--- config.mk ---
export PLATFORM = sky130hd
export DESIGN_NAME = smx_divider
export DESIGN_NICKNAME = d
export VERILOG_FILES = /design/src/hw/rtl/smx_pkg.sv /design/src/hw/rtl/smx_divider.sv
export SDC_FILE = /design/constraint.sdc
export NUM_CORES = 1
export LEC_CHECK = 0
export ABC_AREA = 1
export BUFFER_PORTS_ARGS = -buffer_cell sky130_fd_sc_hd__buf_2
export CAP_MARGIN = 10
export CORE_UTILIZATION = 35
export CTS_BUF_LIST = sky130_fd_sc_hd__clkbuf_16
export CTS_CLUSTER_SIZE = 30
export DETAILED_ROUTE_END_ITERATION = 16
export GPL_ROUTABILITY_DRIVEN = 0
export PLACE_DENSITY = 0.52
export SYNTH_ARGS = -nofsm -noshare
export SYNTH_HDL_FRONTEND = slang
export SYNTH_SLANG_ARGS = --single-unit
--- constraint.sdc ---
create_clock -name clock -period 3.45 [get_ports clock]
set_clock_uncertainty 0.15 [all_clocks]
set_input_delay 0.1725 -clock clock [delete_from_list [all_inputs] [get_ports clock]]
set_output_delay 0.1725 -clock clock [all_outputs]
set_load 0.02 [all_outputs]
--- src/hw/rtl/smx_pkg.sv ---
package smx_pkg;

   // machine word
   localparam int WORD_W = 32;

   // opcodes
   localparam logic [3:0] OP_NOP = 4'd0;
   localparam logic [3:0] OP_LDI = 4'd1;
   localparam logic [3:0] OP_OUT = 4'd2;
   localparam logic [3:0] OP_ADD = 4'd3;
   localparam logic [3:0] OP_SUB = 4'd4;
   localparam logic [3:0] OP_MUL = 4'd5;
   localparam logic [3:0] OP_DVM = 4'd6;
   localparam logic [3:0] OP_DUP = 4'd7;
   localparam logic [3:0] OP_POP = 4'd8;
   localparam logic [3:0] OP_SWP = 4'd9;
   localparam logic [3:0] OP_JMP = 4'd10;
   localparam logic [3:0] OP_BNZ = 4'd11;
   localparam logic [3:0] OP_LAB = 4'd12;
   localparam logic [3:0] OP_END = 4'd13;

   // response status codes
   localparam logic [1:0] ST_OK    = 2'd0;
   localparam logic [1:0] ST_OVER  = 2'd1;
   localparam logic [1:0] ST_UNDER = 2'd2;
   localparam logic [1:0] ST_DIVZ  = 2'd3;

   // command to the shared divider
   typedef struct packed {
      logic start;
      logic signed_mode;
   } smx_div_cmd_type;

endpackage

--- src/hw/rtl/smx_divider.sv ---
module smx_divider (
   input  logic                            clock,
   input  logic                            reset,
   input  smx_pkg::smx_div_cmd_type        cmd,
   input  logic [smx_pkg::WORD_W-1:0]      dividend,
   input  logic [smx_pkg::WORD_W-1:0]      divisor,
   output logic                            done,
   output logic [smx_pkg::WORD_W-1:0]      quotient,
   output logic [smx_pkg::WORD_W-1:0]      remainder
);

   localparam int W     = smx_pkg::WORD_W;
   localparam int CNT_W = $clog2(W);

   typedef enum logic [2:0] {
      D_IDLE = 3'b001,
      D_RUN  = 3'b010,
      D_FIX  = 3'b100
   } div_state_type;

   div_state_type state_ff, state_in;
   logic [CNT_W-1:0] cnt_ff, cnt_in;
   logic [W-1:0]     quo_ff, quo_in;
   logic [W-1:0]     rem_ff, rem_in;
   logic [W-1:0]     dvs_ff, dvs_in;
   logic             negq_ff, negq_in;
   logic             negr_ff, negr_in;
   logic             done_ff, done_in;
   logic [W:0]       trial;

   // one restoring step per cycle
   assign trial = {rem_ff, quo_ff[W-1]} - {1'b0, dvs_ff};

   always_comb begin
      state_in = state_ff;
      cnt_in   = cnt_ff;
      quo_in   = quo_ff;
      rem_in   = rem_ff;
      dvs_in   = dvs_ff;
      negq_in  = negq_ff;
      negr_in  = negr_ff;
      done_in  = 1'b0;
      unique case (state_ff)
         D_IDLE: begin
            if (cmd.start) begin
               negq_in  = cmd.signed_mode & (dividend[W-1] ^ divisor[W-1]);
               negr_in  = cmd.signed_mode & dividend[W-1];
               quo_in   = (cmd.signed_mode && dividend[W-1]) ? (W'(0) - dividend) : dividend;
               dvs_in   = (cmd.signed_mode && divisor[W-1]) ? (W'(0) - divisor) : divisor;
               rem_in   = '0;
               cnt_in   = '0;
               state_in = D_RUN;
            end
         end
         D_RUN: begin
            if (!trial[W]) begin
               rem_in = trial[W-1:0];
               quo_in = {quo_ff[W-2:0], 1'b1};
            end else begin
               rem_in = {rem_ff[W-2:0], quo_ff[W-1]};
               quo_in = {quo_ff[W-2:0], 1'b0};
            end
            cnt_in = cnt_ff + CNT_W'(1);
            if (cnt_ff == CNT_W'(W - 1)) begin
               state_in = D_FIX;
            end
         end
         D_FIX: begin
            quo_in   = negq_ff ? (W'(0) - quo_ff) : quo_ff;
            rem_in   = negr_ff ? (W'(0) - rem_ff) : rem_ff;
            done_in  = 1'b1;
            state_in = D_IDLE;
         end
         default: begin
            state_in = D_IDLE;
         end
      endcase
   end

   always_ff @(posedge clock) begin
      if (reset) begin
         state_ff <= D_IDLE;
         done_ff  <= 1'b0;
      end else begin
         state_ff <= state_in;
         done_ff  <= done_in;
      end
   end

   always_ff @(posedge clock) begin
      cnt_ff  <= cnt_in;
      quo_ff  <= quo_in;
      rem_ff  <= rem_in;
      dvs_ff  <= dvs_in;
      negq_ff <= negq_in;
      negr_ff <= negr_in;
   end

   assign done      = done_ff;
   assign quotient  = quo_ff;
   assign remainder = rem_ff;

endmodule

* Word level (Yosys, flattened, before mapping)
Index checks and enable logic that the tools add are counted.
** Word-level totals
- Flip-flop bits (word level) :: 107
- Input bits :: 68
- Output and inout port bits :: 65
- Word-level logic and storage cells :: 50
** Cells by class
- Add/subtract/negate cells :: 6
- Eq/ne operators :: 8
- Muxes and demuxes :: 16
- Bitwise gates (word level) :: 3
- Reduce and logical (&&, ||, !) cells :: 9
** Operator list (count)
- 2-to-1 mux 32 bit :: 7
- case mux 32 bit (3 select lines) :: 2
- subtractor 1 x 32 -> 32 bit (first input constant) :: 4
- subtractor 33 x 32 -> 33 bit :: 1
- case mux 5 bit (2 select lines) :: 1
- inequality test 2 bit (second input constant) :: 4
- 2-to-1 mux 3 bit :: 2
- case mux 3 bit (2 select lines) :: 1
- AND reduction 2 bit :: 3
- AND reduction 3 bit :: 2
- adder 5 x 1 -> 5 bit (second input constant) :: 1
- == test 5 bit (second input constant) :: 1
- 2-to-1 mux 5 bit :: 1
- == test 3 x 1 -> 1 bit (second input constant) :: 1
- == test 3 x 2 -> 1 bit (second input constant) :: 1
- == test 3 bit (second input constant) :: 1
- nonzero test 3 bit :: 1
- AND 1 bit :: 2
- logical AND 1 bit :: 2
- 2-to-1 mux 1 bit :: 2
- nonzero test 2 bit :: 1
- XOR 1 bit :: 1

* Depth between registers and ports, before layout
Gate-level depths: netlist of run 1.
- Depth in word-level cells :: 4
- Depth in mapped cells :: 18
- Depth with buffers taken out :: 17

* Worst setup path before layout of run 1
No wires, ideal clock.
- Kind :: register to register
- Start :: register state_ff[2]
- End :: register quo_ff[0], in the netlist quotient[0], enable pin
- Library setup time :: 421 ps
- Data arrival time :: 2518 ps
- Required time :: 2879 ps
- Path slack :: 361 ps
- Cell stages (with the launch flop) :: 9
- Path buffers :: 0
- Period minus slack after synthesis :: 3089 ps
- Cells stage by stage :: dfxtp_1 inv_1 nor3_2 inv_2 nand2_2 inv_2 nand2_1 o21ai_0 nor2_1
** Between the ends
- Cells in the longest elaborated chain, start to end :: 3
- Elaborated cells on any way between the ends :: 7
- Those cells by class :: eq/ne (5); reduce/logical (2)
** Ends and longest elaborated chain
- start, declared :: RTL line smx_divider.sv:21 : div_state_type state_ff, state_in;
- start signal, assigned :: RTL line smx_divider.sv:85 : state_ff <= state_in;
- == test 3 bit (tied with other cells) :: RTL line smx_divider.sv:43 : unique case (state_ff)
- inequality test 2 bit (no line) / nonzero test 3 bit (equally long branches)
- AND reduction 3 bit (no line) (*)
- end signal, assigned :: RTL line smx_divider.sv:92 : quo_ff <= quo_in;
- end, declared :: RTL line smx_divider.sv:23 : logic [W-1:0] quo_ff, quo_in;
Mark *: on every way between the ends. The rest lies on a longest branch, timed or not.
A chain may end at the register's enable or synchronous reset.

* Worst setup path after layout of run 1
- Start :: register quo_ff[31], in the netlist quotient[31]
- End :: register rem_ff[29], in the netlist remainder[29], data pin
** Between the ends
- Cells in the longest elaborated chain, start to end :: 3
** Ends and longest elaborated chain
- subtractor 33 x 32 -> 33 bit :: RTL line smx_divider.sv:32 : assign trial = {rem_ff, quo_ff[W-1]} - {1'b0, dvs_ff};
- 2-to-1 mux 32 bit :: RTL line smx_divider.sv:56 : if (!trial[W]) begin
- case mux 32 bit (3 select lines) :: RTL line smx_divider.sv:43
- via rem_in[29] :: RTL line smx_divider.sv:24 : logic [W-1:0] rem_ff, rem_in;
- end signal, assigned :: RTL line smx_divider.sv:93 : rem_ff <= rem_in;
- end, declared :: RTL line smx_divider.sv:24
The timed path passes the listed nets, and every way through them passes these cells.

==> results.py, run 1 <==
metrics = {
    "sta": {
        "relSlewSlack": 0.567,
        "slew_violations": 0,
        "period_needed_ns": 3.01,
        "tightest_slew_ns": 0.643,
        "clock.fmax_ghz": 0.332,
        "fin_setup_tns_ns": 0,
        "hold_violations": 0,
        "setup_viol": 0,
        "post-route-period-util": 0.874,
        "rsz0062_at_grt": "false",
        "timing.hold.ws_ns": 0.0164,
    },
    "synthesis": {
        "synth_edf_count": 103,
        "synthTopCellsByArea": "edfxtp_1 29%, nand2_1 17%, inv_1 10%, nand3_1 8.6%, nor2_1 6.3%",
        "yosys.area.top_type": "edfxtp_1",
        "synthCells": 1666,
        "netlist_area_sq_um": 10700,
        "ys_types": 54,
        "syn_avg_cell_area_sq_um": 6.42,
        "synth_top_cell_area_share": 0.289,
        "async_flop_share": 0,
        "syn_nets": 1773,
        "ys_seq_elements": 107,
        "synthFlopType": "edfxtp_1",
        "yosysWarnings": 0,
        "seq_area_frac_synth": 0.297,
    },
    "clock_tree": {
        "cts_buffer_depth": 2,
        "clkLatencyLatePin_ns": 0.37,
        "numCtsBuffers": 9,
        "cts_root_buffer": "clkbuf_16",
        "cts.clk_slew.worst_paths_ns": 0.08,
        "tritoncts": "built",
        "clkSinkCount": 107,
        "cts_resized": 0,
        "h-tree-depth": 3,
    },
    "global_route": {
        "grt_usage": 0.241,
        "grt_max_degree": 45,
        "overflow": 0,
        "grt_pass1_wl_mm": 57.8,
        "grt_pass1_vias": 10337,
        "antenna_found_initial": 0,
    },
    "setup_path": {
        "reg2reg_from": "quotient[31]$_DFFE_PP_",
        "ff2ff_setup_slack_ns": 0.44,
        "cp.required_ns": 3.42,
        "worstSetupEndpointType": "register",
        "start_kind": "register",
        "worstSetupPathType": "register to register",
        "worst_r2r_path_depth": 17,
        "worstReg2RegEnd": "remainder[29]$_DFFE_PP_",
        "cp.arrival_ns": 2.98,
        "crit_path_start": "quotient[31]$_DFFE_PP_",
        "cp_max_fo": 23,
    },
    "place": {
        "hpwl_mm": 30.4,
        "placed_cells": 2186,
        "numPortBuffers": 132,
        "placed_area_sq_um": 11900,
    },
    "cells_and_area": {
        "final_area_sq_um": 12400,
        "area_growth_pct": 15.8,
        "multi_input_area_sq_um": 6240,
        "layoutNonFillerInstCount": 2222,
        "layout-drive-gt1-share": 0.123,
        "fill_cells": 3213,
        "fin_nets": 1934,
        "seq_area_sq_um": 3170,
        "insertedDiodeCount": 0,
    },
    "floorplan": {
        "core_area_sq_um": 29900,
        "initial_core_util": 0.358,
        "fp-row-count": 63,
        "die-area_sq_um": 31300,
        "ios": 133,
        "chipWidth_um": 177,
        "die_y_um": 177,
    },
    "min_path": {
        "holdCritPathClass": "input pin to register",
        "min-delay-start": "dividend[31]",
        "hold_end": "negq_ff$_DFFE_PP_",
        "holdPathStages": 2,
    },
    "detailed_routing": {
        "vias": 11392,
        "wirelength_mm": 37.6,
        "route.detailed.drc": 0,
        "avgViaCountPerCell": 5.13,
        "wl_per_cell_um": 16.9,
        "final_antenna_net_count": 0,
        "dr.pass1.iters": 7,
        "initialDrtViolationCount": 1106,
    },
    "power": {
        "p_leak_nw": 6.21,
        "vdd_drop_max_uv": 232,
        "p_per_area_nw_per_um2": 387,
        "p_total_mw": 4.80,
    },
    "outcome": {
        "status": "finished clean",
    },
    "flow_run": {
        "max_cap_viol_count": 0,
    },
}
-- routing by layer --
layer,global-route usage,vias to the layer above,share of wire
li1,-,5739,-
met1,0.373,5220,0.50
met2,0.348,408,0.41
met3,0.0329,25,0.074
met4,0.0553,0,0.011
met5,0,-,0
-- timing repair --
action | CTS | global route
buffers inserted | 0 | 0
endpoints found under the setup margin | 0 | 0
hold buffers | 20 | 0
hold endpoints to repair | 22 | 0
-- report_power, final --
part / total [mW] / leakage [nW] / internal (mW) / switching, mW
sequential: 1.76 / 1.04 / 1.60 / 0.157
combinational: 1.90 / 5.01 / 0.596 / 1.31
clock: 1.14 / 0.156 / 0.630 / 0.507
total: 4.80 / 6.21 / 2.83 / 1.97
-- cells by family after synthesis --
group,after synthesis,share of synthesized area
AO/OA/AOI/OAI,178,0.0971
flip-flops,107,0.297
buffers and inverters,324,0.121
AND/OR/NAND/NOR,970,0.400
XOR/XNOR,48,0.0393
adder cells (fa/ha/maj),39,0.0463
-- through the flow --
stage,setup slack (ns),utilization
after global routing,0.233,0.415
after global placement,0.550,0.398
after detailed placement,0.461,0.398
after floorplan,0.361,-
final,0.435,0.415
after CTS,0.445,0.415
-- area by class of cell --
cell class | instances | share of cell area
Multi-Input combinational cell | 1235 | 0.504
Sequential cell | 107 | 0.256
Inverter | 294 | 0.0891
Timing Repair Buffer | 180 | 0.0865
Tap cell | 390 | 0.0394
Clock buffer | 9 | 0.0182
Clock inverter | 7 | 0.00687
-- worst max-delay path, stage by stage, from the launching register on --
cell	delay (ns)
edfxtp_1	0.38
inv_1	0.12
ha_1	0.25
fa_1	0.40
inv_1	0.11
nand2_1	0.06
nand2_1	0.07
nand3_1	0.07
nand2_2	0.11
nand2_2	0.07
nand2_4	0.07
nand2_4	0.06
nand2_4	0.07
nand2_4	0.05
nand2_2	0.39
nand3_1	0.15
nand2_1	0.11
nand2_1	0.06
-- cells in the mapped netlist (2+ instances only) --
cell / count
buf_6: 4
edfxtp_1: 103
dfxtp_1: 4
clkbuf_1: 17
o221ai_1: 10
o31ai_1: 5
inv_2: 7
a21oi_1: 57
xor2_1: 35
xnor2_1: 13
buf_2: 2
nor2_1: 180
o21bai_1: 8
ha_1: 38
a21boi_0: 2
a22oi_1: 2
o211ai_1: 10
nand2_1: 472
o22ai_1: 4
and2_1: 5
a31oi_1: 2
a21o_1: 2
nand2_4: 5
o21ai_0: 68
or2_2: 4
nor3_1: 30
o21ai_1: 2
inv_1: 286
a21oi_2: 2
nand2_2: 12
buf_4: 3
nand4_1: 35
nand3b_1: 13
nor4_1: 7
nor2_2: 4
nand3_2: 11
nand3_1: 184
nor3_2: 2
-- flip-flops by register name (all words and copies together), names as in the netlist --
register and count:
quotient 32, state_ff 3, cnt_ff 5, negq_ff 1, negr_ff 1, dvs_ff 32
remainder 32, done 1
-- worst max path at each step --
stage                                          to  slack, ns
after floorplan             quotient[0]$_DFFE_PP_       0.36
after global placement    remainder[29]$_DFFE_PP_       0.55
after detailed placement  remainder[29]$_DFFE_PP_       0.46
after CTS                 remainder[29]$_DFFE_PP_       0.45
after global routing      remainder[29]$_DFFE_PP_       0.23
final                     remainder[29]$_DFFE_PP_       0.44
-- placed cells by master (no fill, tap or decap), types with 6 or more instances in the layout --
| master | instances |
|---|---|
| nor4_1 | 7 |
| nor2_1 | 178 |
| nand2_1 | 472 |
| nand3b_1 | 13 |
| inv_2 | 7 |
| xor2_1 | 35 |
| xnor2_1 | 13 |
| o221ai_1 | 10 |
| nand3_2 | 11 |
| nand3_1 | 184 |
| o211ai_1 | 10 |
| buf_4 | 28 |
| ha_1 | 38 |
| nand4_1 | 35 |
| inv_1 | 287 |
| dlygate4sd3_1 | 20 |
| a21oi_1 | 57 |
| nand2_2 | 12 |
| nor3_1 | 30 |
| edfxtp_1 | 103 |
| o21ai_0 | 68 |
| buf_2 | 132 |
| clkbuf_16 | 9 |
| nor2_2 | 6 |
| o21bai_1 | 8 |
Power figures use the tool's default switching activity.
==> run 2: changes to the inputs <==
- CORE_MARGIN: unset -> 2
==> run 2 against run 1 <==
First-iteration DRC count increased by 5.9%. Hold slack got worse by 0.0062 ns. Final area decreased by 0.28%. Core utilization decreased by 0.76 points. Sequential power about the same. Via count decreased by 1.7%. Clock power decreased by 7%. Largest cell class unchanged. Largest power group unchanged. Highest routed layer unchanged.
==> results.py, run 2 (synthesis gave the netlist of run 1 again) <==
metrics = {
    "sta": {
        "hold_violations": 0,
        "clock.fmax_ghz": 0.328,
        "slew_violations": 0,
        "fin_setup_tns_ns": 0,
        "setup_viol": 0,
        "timing.hold.ws_ns": 0.0102,
        "relSlewSlack": 0.519,
        "post-route-period-util": 0.884,
        "period_needed_ns": 3.05,
        "rsz0062_at_grt": "false",
        "tightest_slew_ns": 0.715,
    },
    "clock_tree": {
        "clkLatencyLatePin_ns": 0.37,
        "tritoncts": "built",
        "clkSinkCount": 107,
        "cts.clk_slew.worst_paths_ns": 0.08,
        "numCtsBuffers": 9,
        "cts_root_buffer": "clkbuf_16",
        "cts_buffer_depth": 2,
        "h-tree-depth": 3,
    },
    "cells_and_area": {
        "final_cell_mix": "472 x nand2_1, 288 x inv_1, 184 x nand3_1",
        "final_util": 0.407,
        "area_growth_pct": 15.4,
        "fin_nets": 1932,
        "seq_area_sq_um": 3170,
        "fill_cells": 3308,
        "final_common_cell": "nand2_1",
        "layoutNonFillerInstCount": 2227,
        "layout-drive-gt1-share": 0.125,
        "multi_input_area_sq_um": 6250,
    },
    "global_route": {
        "grt_pass1_vias": 10361,
        "antenna_found_initial": 0,
        "grt_max_degree": 45,
        "grt_usage": 0.234,
        "overflow": 0,
        "grt_pass1_wl_mm": 57.2,
    },
    "power": {
        "p_leak_nw": 6.19,
        "vdd_drop_max_uv": 249,
        "p_per_area_nw_per_um2": 381,
    },
    "floorplan": {
        "die-area_sq_um": 32000,
        "ios": 133,
        "core_area_sq_um": 30300,
        "fp-row-count": 64,
        "die_y_um": 179,
        "chipWidth_um": 179,
        "initial_core_util": 0.353,
    },
    "setup_path": {
        "worstSetupEndpointType": "register",
        "cp_max_fo": 12,
        "worstSetupPathType": "register to register",
        "cp.arrival_ns": 3.03,
        "cp.required_ns": 3.43,
        "start_kind": "register",
    },
    "place": {
        "numPortBuffers": 132,
        "hpwl_mm": 30.1,
        "placed_cells": 2195,
    },
    "min_path": {
        "holdCritPathClass": "input pin to register",
    },
    "detailed_routing": {
        "wl_per_cell_um": 16.6,
        "final_antenna_net_count": 0,
        "wirelength_mm": 37.0,
        "initialDrtViolationCount": 1171,
        "dr.pass1.iters": 8,
        "avgViaCountPerCell": 5.03,
        "vias": 11203,
        "route.detailed.drc": 0,
    },
    "outcome": {
        "status": "finished clean",
    },
    "flow_run": {
        "max_cap_viol_count": 0,
    },
}
## run 2: cell types whose count changed in the layout (fill, tap and decap cells not counted), sizes merged
| cell | previous run | this run |
|---|---|---|
| diode | 0 | 1 |
| dlygate4sd3 | 20 | 15 |
| buf | 160 | 163 |
| inv | 294 | 295 |
| clkinv | 5 | 3 |
| clkinvlp | 0 | 2 |
| bufinv | 2 | 1 |
## run 2: layout make-up
| class | count | area share |
|---|---|---|
| clock buffers | 9 | 0.0182 |
| repair buffers | 178 | 0.0845 |
| multi-input cells | 1235 | 0.506 |
| well taps | 396 | 0.0401 |
| flip-flops and latches | 107 | 0.257 |
| inverters | 294 | 0.0893 |
| diodes | 1 | 0.000203 |
| clock inverters | 7 | 0.00506 |
## run 2: routing by layer
metal / share of wire / track usage
met2: 0.41 / 0.338
met3: 0.081 / 0.0492
met4: 0.019 / 0.0603
met1: 0.49 / 0.349
met5: 0 / 0
## run 2: critical path: stages, from the launching register on
cell and delay [ns]:
edfxtp_1 0.39, inv_1 0.13, ha_1 0.27, fa_1 0.41, inv_1 0.12, nand2_1 0.06
nand2_1 0.08, nand3_1 0.08, nand2_2 0.12, nand2_2 0.07, nand2_4 0.08, nand2_4 0.06
nand3_2 0.24, buf_4 0.28, nand3_2 0.12, nand3_1 0.10, nand2_1 0.06
## run 2: what timing repair did
| item | 4_1_cts | 5_1_grt |
|---|---|---|
| resized for setup | 0 | 1 |
| setup endpoints to repair | 0 | 1 |
| hold buffers | 15 | 0 |
| buffers inserted | 0 | 0 |
| hold endpoints to repair | 17 | 0 |
## run 2: final timing paths
path,start,to,slack (ns),depth (start not counted)
min,divisor[7],dvs_ff[7]$_DFFE_PP_,0.01,2
max reg2reg,quotient[31]$_DFFE_PP_,remainder[0]$_DFFE_PP_,0.40,16
min reg2reg,cnt_ff[3]$_SDFFCE_PN0P_,cnt_ff[3]$_SDFFCE_PN0P_,0.45,2
max,quotient[31]$_DFFE_PP_,remainder[0]$_DFFE_PP_,0.40,16
## run 2: per-stage QoR
stage	setup WS (ns)	instance area, sq um	power [mW]
2_1_floorplan	0.361	10700	3.00
3_3_place_gp	0.403	11900	3.64
3_5_place_dp	0.323	11900	3.63
4_1_cts	0.291	12300	4.70
5_1_grt	0.147	12300	5.02
6_report	0.399	12400	4.71
## run 2: power by group
| group | internal (mW) | switching [mW] | total (mW) |
|---|---|---|---|
| sequential | 1.60 | 0.144 | 1.74 |
| combinational | 0.598 | 1.31 | 1.91 |
| clock | 0.556 | 0.502 | 1.06 |
| total | 2.76 | 1.95 | 4.71 |
==> run 3: changes to the inputs <==
- ABC_AREA: 1 -> 0
- PLACE_DENSITY: 0.52 -> 0.53
==> run 3 against run 2 <==
First-iteration DRC count down 60%. Non-clock buffer count up 27. Synthesized area decreased by 21%. Global-route usage is 4.5 points lower. Sequential share of layout area grew 5.0 points. Synthesized cell count fell by 44%. Setup slack got worse by 0.21 ns. Hold slack got worse by 0.0018 ns. Final area fell by 16%. Core utilization up 3.3 points. Critical path depth fell by 4. Total power fell by 14%.
==> results.py, run 3 <==
metrics = {
    "outcome": {
        "status": "finished clean",
    },
    "sta": {
        "setup_viol": 0,
        "hold_violations": 0,
        "period_needed_ns": 3.26,
        "relSlewSlack": 0.295,
        "timing.hold.ws_ns": 0.00842,
        "rsz0062_at_grt": "false",
        "tightest_slew_ns": 1.05,
        "slew_violations": 0,
        "clock.fmax_ghz": 0.307,
        "fin_setup_tns_ns": 0,
        "post-route-period-util": 0.944,
    },
    "cells_and_area": {
        "layoutNonFillerInstCount": 1436,
        "fin_nets": 1219,
        "fill_cells": 2406,
        "final_common_cell": "buf_2",
        "layout-drive-gt1-share": 0.207,
        "area_growth_pct": 23.2,
        "final_cell_mix": "132 x buf_2, 103 x edfxtp_1, 84 x nand2_1, 84 x nor2_1, 71 x xor2_1",
        "insertedDiodeCount": 0,
    },
    "power": {
        "netSwitchingFraction": 0.339,
        "vdd_drop_max_uv": 202,
        "p_leak_nw": 4.19,
        "power_frac_comb": 0.319,
        "clkPwrFrac": 0.265,
        "p_total_mw": 4.05,
        "p_int_mw": 2.67,
        "p_per_area_nw_per_um2": 391,
        "p_sw_mw": 1.37,
        "pwr-share-seq": 0.416,
    },
    "setup_path": {
        "crit_path_start": "remainder[18]$_DFFE_PP_",
        "worstSetupPathType": "register to register",
        "worstReg2RegEnd": "remainder[21]$_DFFE_PP_",
        "cp.required_ns": 3.49,
        "crit_cells": 12,
        "crit_slowest_cell": "edfxtp_1",
        "path_cells": "ha_2 > a21oi_1 > o21a_1 > nand3_1 > o31ai_2 > a21oi_1 > o22a_2 > xnor2_4 > buf_4 > clkbuf_16 > o31a_1 > o22ai_1",
        "ff2ff_setup_slack_ns": 0.19,
        "worst_r2r_path_depth": 12,
        "worstSetupEndpointType": "register",
        "crit_buf_inv": 2,
        "cp_max_fo": 11,
        "cp.arrival_ns": 3.30,
        "reg2reg_from": "remainder[18]$_DFFE_PP_",
        "start_kind": "register",
        "crit_end": "remainder[21]$_DFFE_PP_",
        "cp_top_family": "compound AO/OA/AOI/OAI gates",
        "critical_path.most_common_cell": "a21oi_1",
        "critPathMaxStageDelay_ns": 0.47,
    },
    "clock_tree": {
        "clkSinkCount": 107,
        "tritoncts": "built",
        "numCtsBuffers": 9,
        "cts.clk_slew.worst_paths_ns": 0.08,
        "clkLatencyLatePin_ns": 0.36,
        "h-tree-depth": 3,
        "cts_root_buffer": "clkbuf_16",
        "cts_buffer_depth": 2,
    },
    "synthesis": {
        "ys_seq_elements": 107,
        "synthTopCellsByArea": "edfxtp_1 37%, xor2_1 7.4%, xnor2_1 6.7%, ha_1 5.7%, nand2_1 3.8%",
        "ys_types": 59,
        "seq_area_frac_synth": 0.378,
        "synth_commonest_cells": "103 x edfxtp_1, 85 x nand2_1, 85 x nor2_1, 71 x xor2_1, 64 x xnor2_1",
        "synthFlopType": "edfxtp_1",
        "async_flop_share": 0,
        "netlist_area_sq_um": 8400,
        "syn_nets": 1038,
        "synthCells": 931,
        "yosysWarnings": 0,
        "syn_avg_cell_area_sq_um": 9.03,
        "synth_edf_count": 103,
        "synth_most_common_cell": "edfxtp_1",
        "synth_top_cell_area_share": 0.368,
        "yosys.area.top_type": "edfxtp_1",
    },
    "detailed_routing": {
        "route.detailed.drc": 0,
        "wl_per_cell_um": 17.2,
        "wirelength_mm": 24.6,
        "vias": 7642,
        "initialDrtViolationCount": 468,
        "avgViaCountPerCell": 5.32,
        "final_antenna_net_count": 0,
        "dr.pass1.iters": 5,
    },
    "floorplan": {
        "fp-row-count": 56,
        "die-area_sq_um": 25300,
        "core_area_sq_um": 23500,
        "die_y_um": 159,
        "chipWidth_um": 159,
        "ios": 133,
        "initial_core_util": 0.357,
    },
    "global_route": {
        "overflow": 0,
        "antenna_found_initial": 0,
        "grt_max_degree": 50,
        "grt_pass1_wl_mm": 38.8,
        "grt_pass1_vias": 7260,
        "grt_usage": 0.189,
    },
    "place": {
        "numPortBuffers": 132,
        "placed_cells": 1401,
        "hpwl_mm": 18.2,
    },
    "min_path": {
        "holdCritPathClass": "input pin to register",
        "min-delay-start": "divisor[28]",
    },
    "flow_run": {
        "max_cap_viol_count": 0,
    },
}
[run 3: layout make-up]
class,count,area (sq um),area share
multi-input cells,737,4990,0.482
clock inverters,7,62.6,0.00605
flip-flops and latches,107,3170,0.307
inverters,52,195,0.0189
clock buffers,9,225,0.0218
repair buffers,205,1300,0.126
well taps,319,399,0.0386
[run 3: worst register-to-register path, stage by stage, from the launching register on]
cell and delay (ns):
edfxtp_1 0.47, ha_2 0.38, a21oi_1 0.22, o21a_1 0.19, nand3_1 0.10, o31ai_2 0.30
a21oi_1 0.11, o22a_2 0.23, xnor2_4 0.16, buf_4 0.16, clkbuf_16 0.17, o31a_1 0.31
o22ai_1 0.17
[run 3: worst min-delay path by stage]
stage | end | slack (ns) | cells past startpoint
final | dvs_ff[28]$_DFFE_PP_ | 0.008 | 2
after global routing | dvs_ff[20]$_DFFE_PP_ | 0.01 | 2
after CTS | dvs_ff[28]$_DFFE_PP_ | 0.002 | 2
after detailed placement | state_ff[1]$_SDFFE_PP0P_ | 0.23 | 2
after global placement | state_ff[1]$_SDFFE_PP0P_ | 0.24 | 2
after floorplan | done$_SDFF_PP0_ | 0.09 | 1
[run 3: power by group through the flow]
stage	combinational (mW)	clock (mW)	sequential, mW
finish	1.29	1.07	1.68
global placement	1.20	0	1.71
detailed placement	1.20	0	1.71
CTS	1.22	1.09	1.68
floorplan	0.723	0	1.77
global route	1.42	1.14	1.70
[run 3: repair_timing]
action / CTS / global route
hold buffers: 14 / 0
endpoints found under the setup margin: 0 / 35
buffers inserted: 0 / 3
resized for setup: 0 / 16
hold endpoints to repair: 16 / 0
[run 3: layer usage]
layer  GRT usage  part of all wire  up-vias
met5           0                 0        -
met4      0.0492             0.012        0
met3      0.0245             0.036       26
met2       0.307              0.46      169
met1       0.266              0.49     3642
li1            -                 -     3805
[run 3: per-stage QoR]
| stage | instance area, sq um | utilization | setup WS, ns |
|---|---|---|---|
| 3_3_place_gp | 9790 | 0.416 | 0.0959 |
| 2_1_floorplan | 8400 | - | 0.0182 |
| 5_1_grt | 10300 | 0.440 | 0.00102 |
| 3_5_place_dp | 9790 | 0.416 | 0.0960 |
| 4_1_cts | 10200 | 0.434 | 0.0602 |
| 6_report | 10300 | 0.440 | 0.193 |
[run 3: cell families (layout without fill, tap and decap cells)]
family | after synthesis | after routing | share of synthesized area
xor gates and xnor gates | 135 | 135 | 0.141
adders and majority gates | 39 | 39 | 0.0590
and+or+nand+nor | 301 | 301 | 0.176
DFF | 107 | 107 | 0.378
buffers and inverters | 87 | 273 | 0.0390
AOI/OAI and AO/OA | 253 | 253 | 0.197
muxes | 9 | 9 | 0.0107
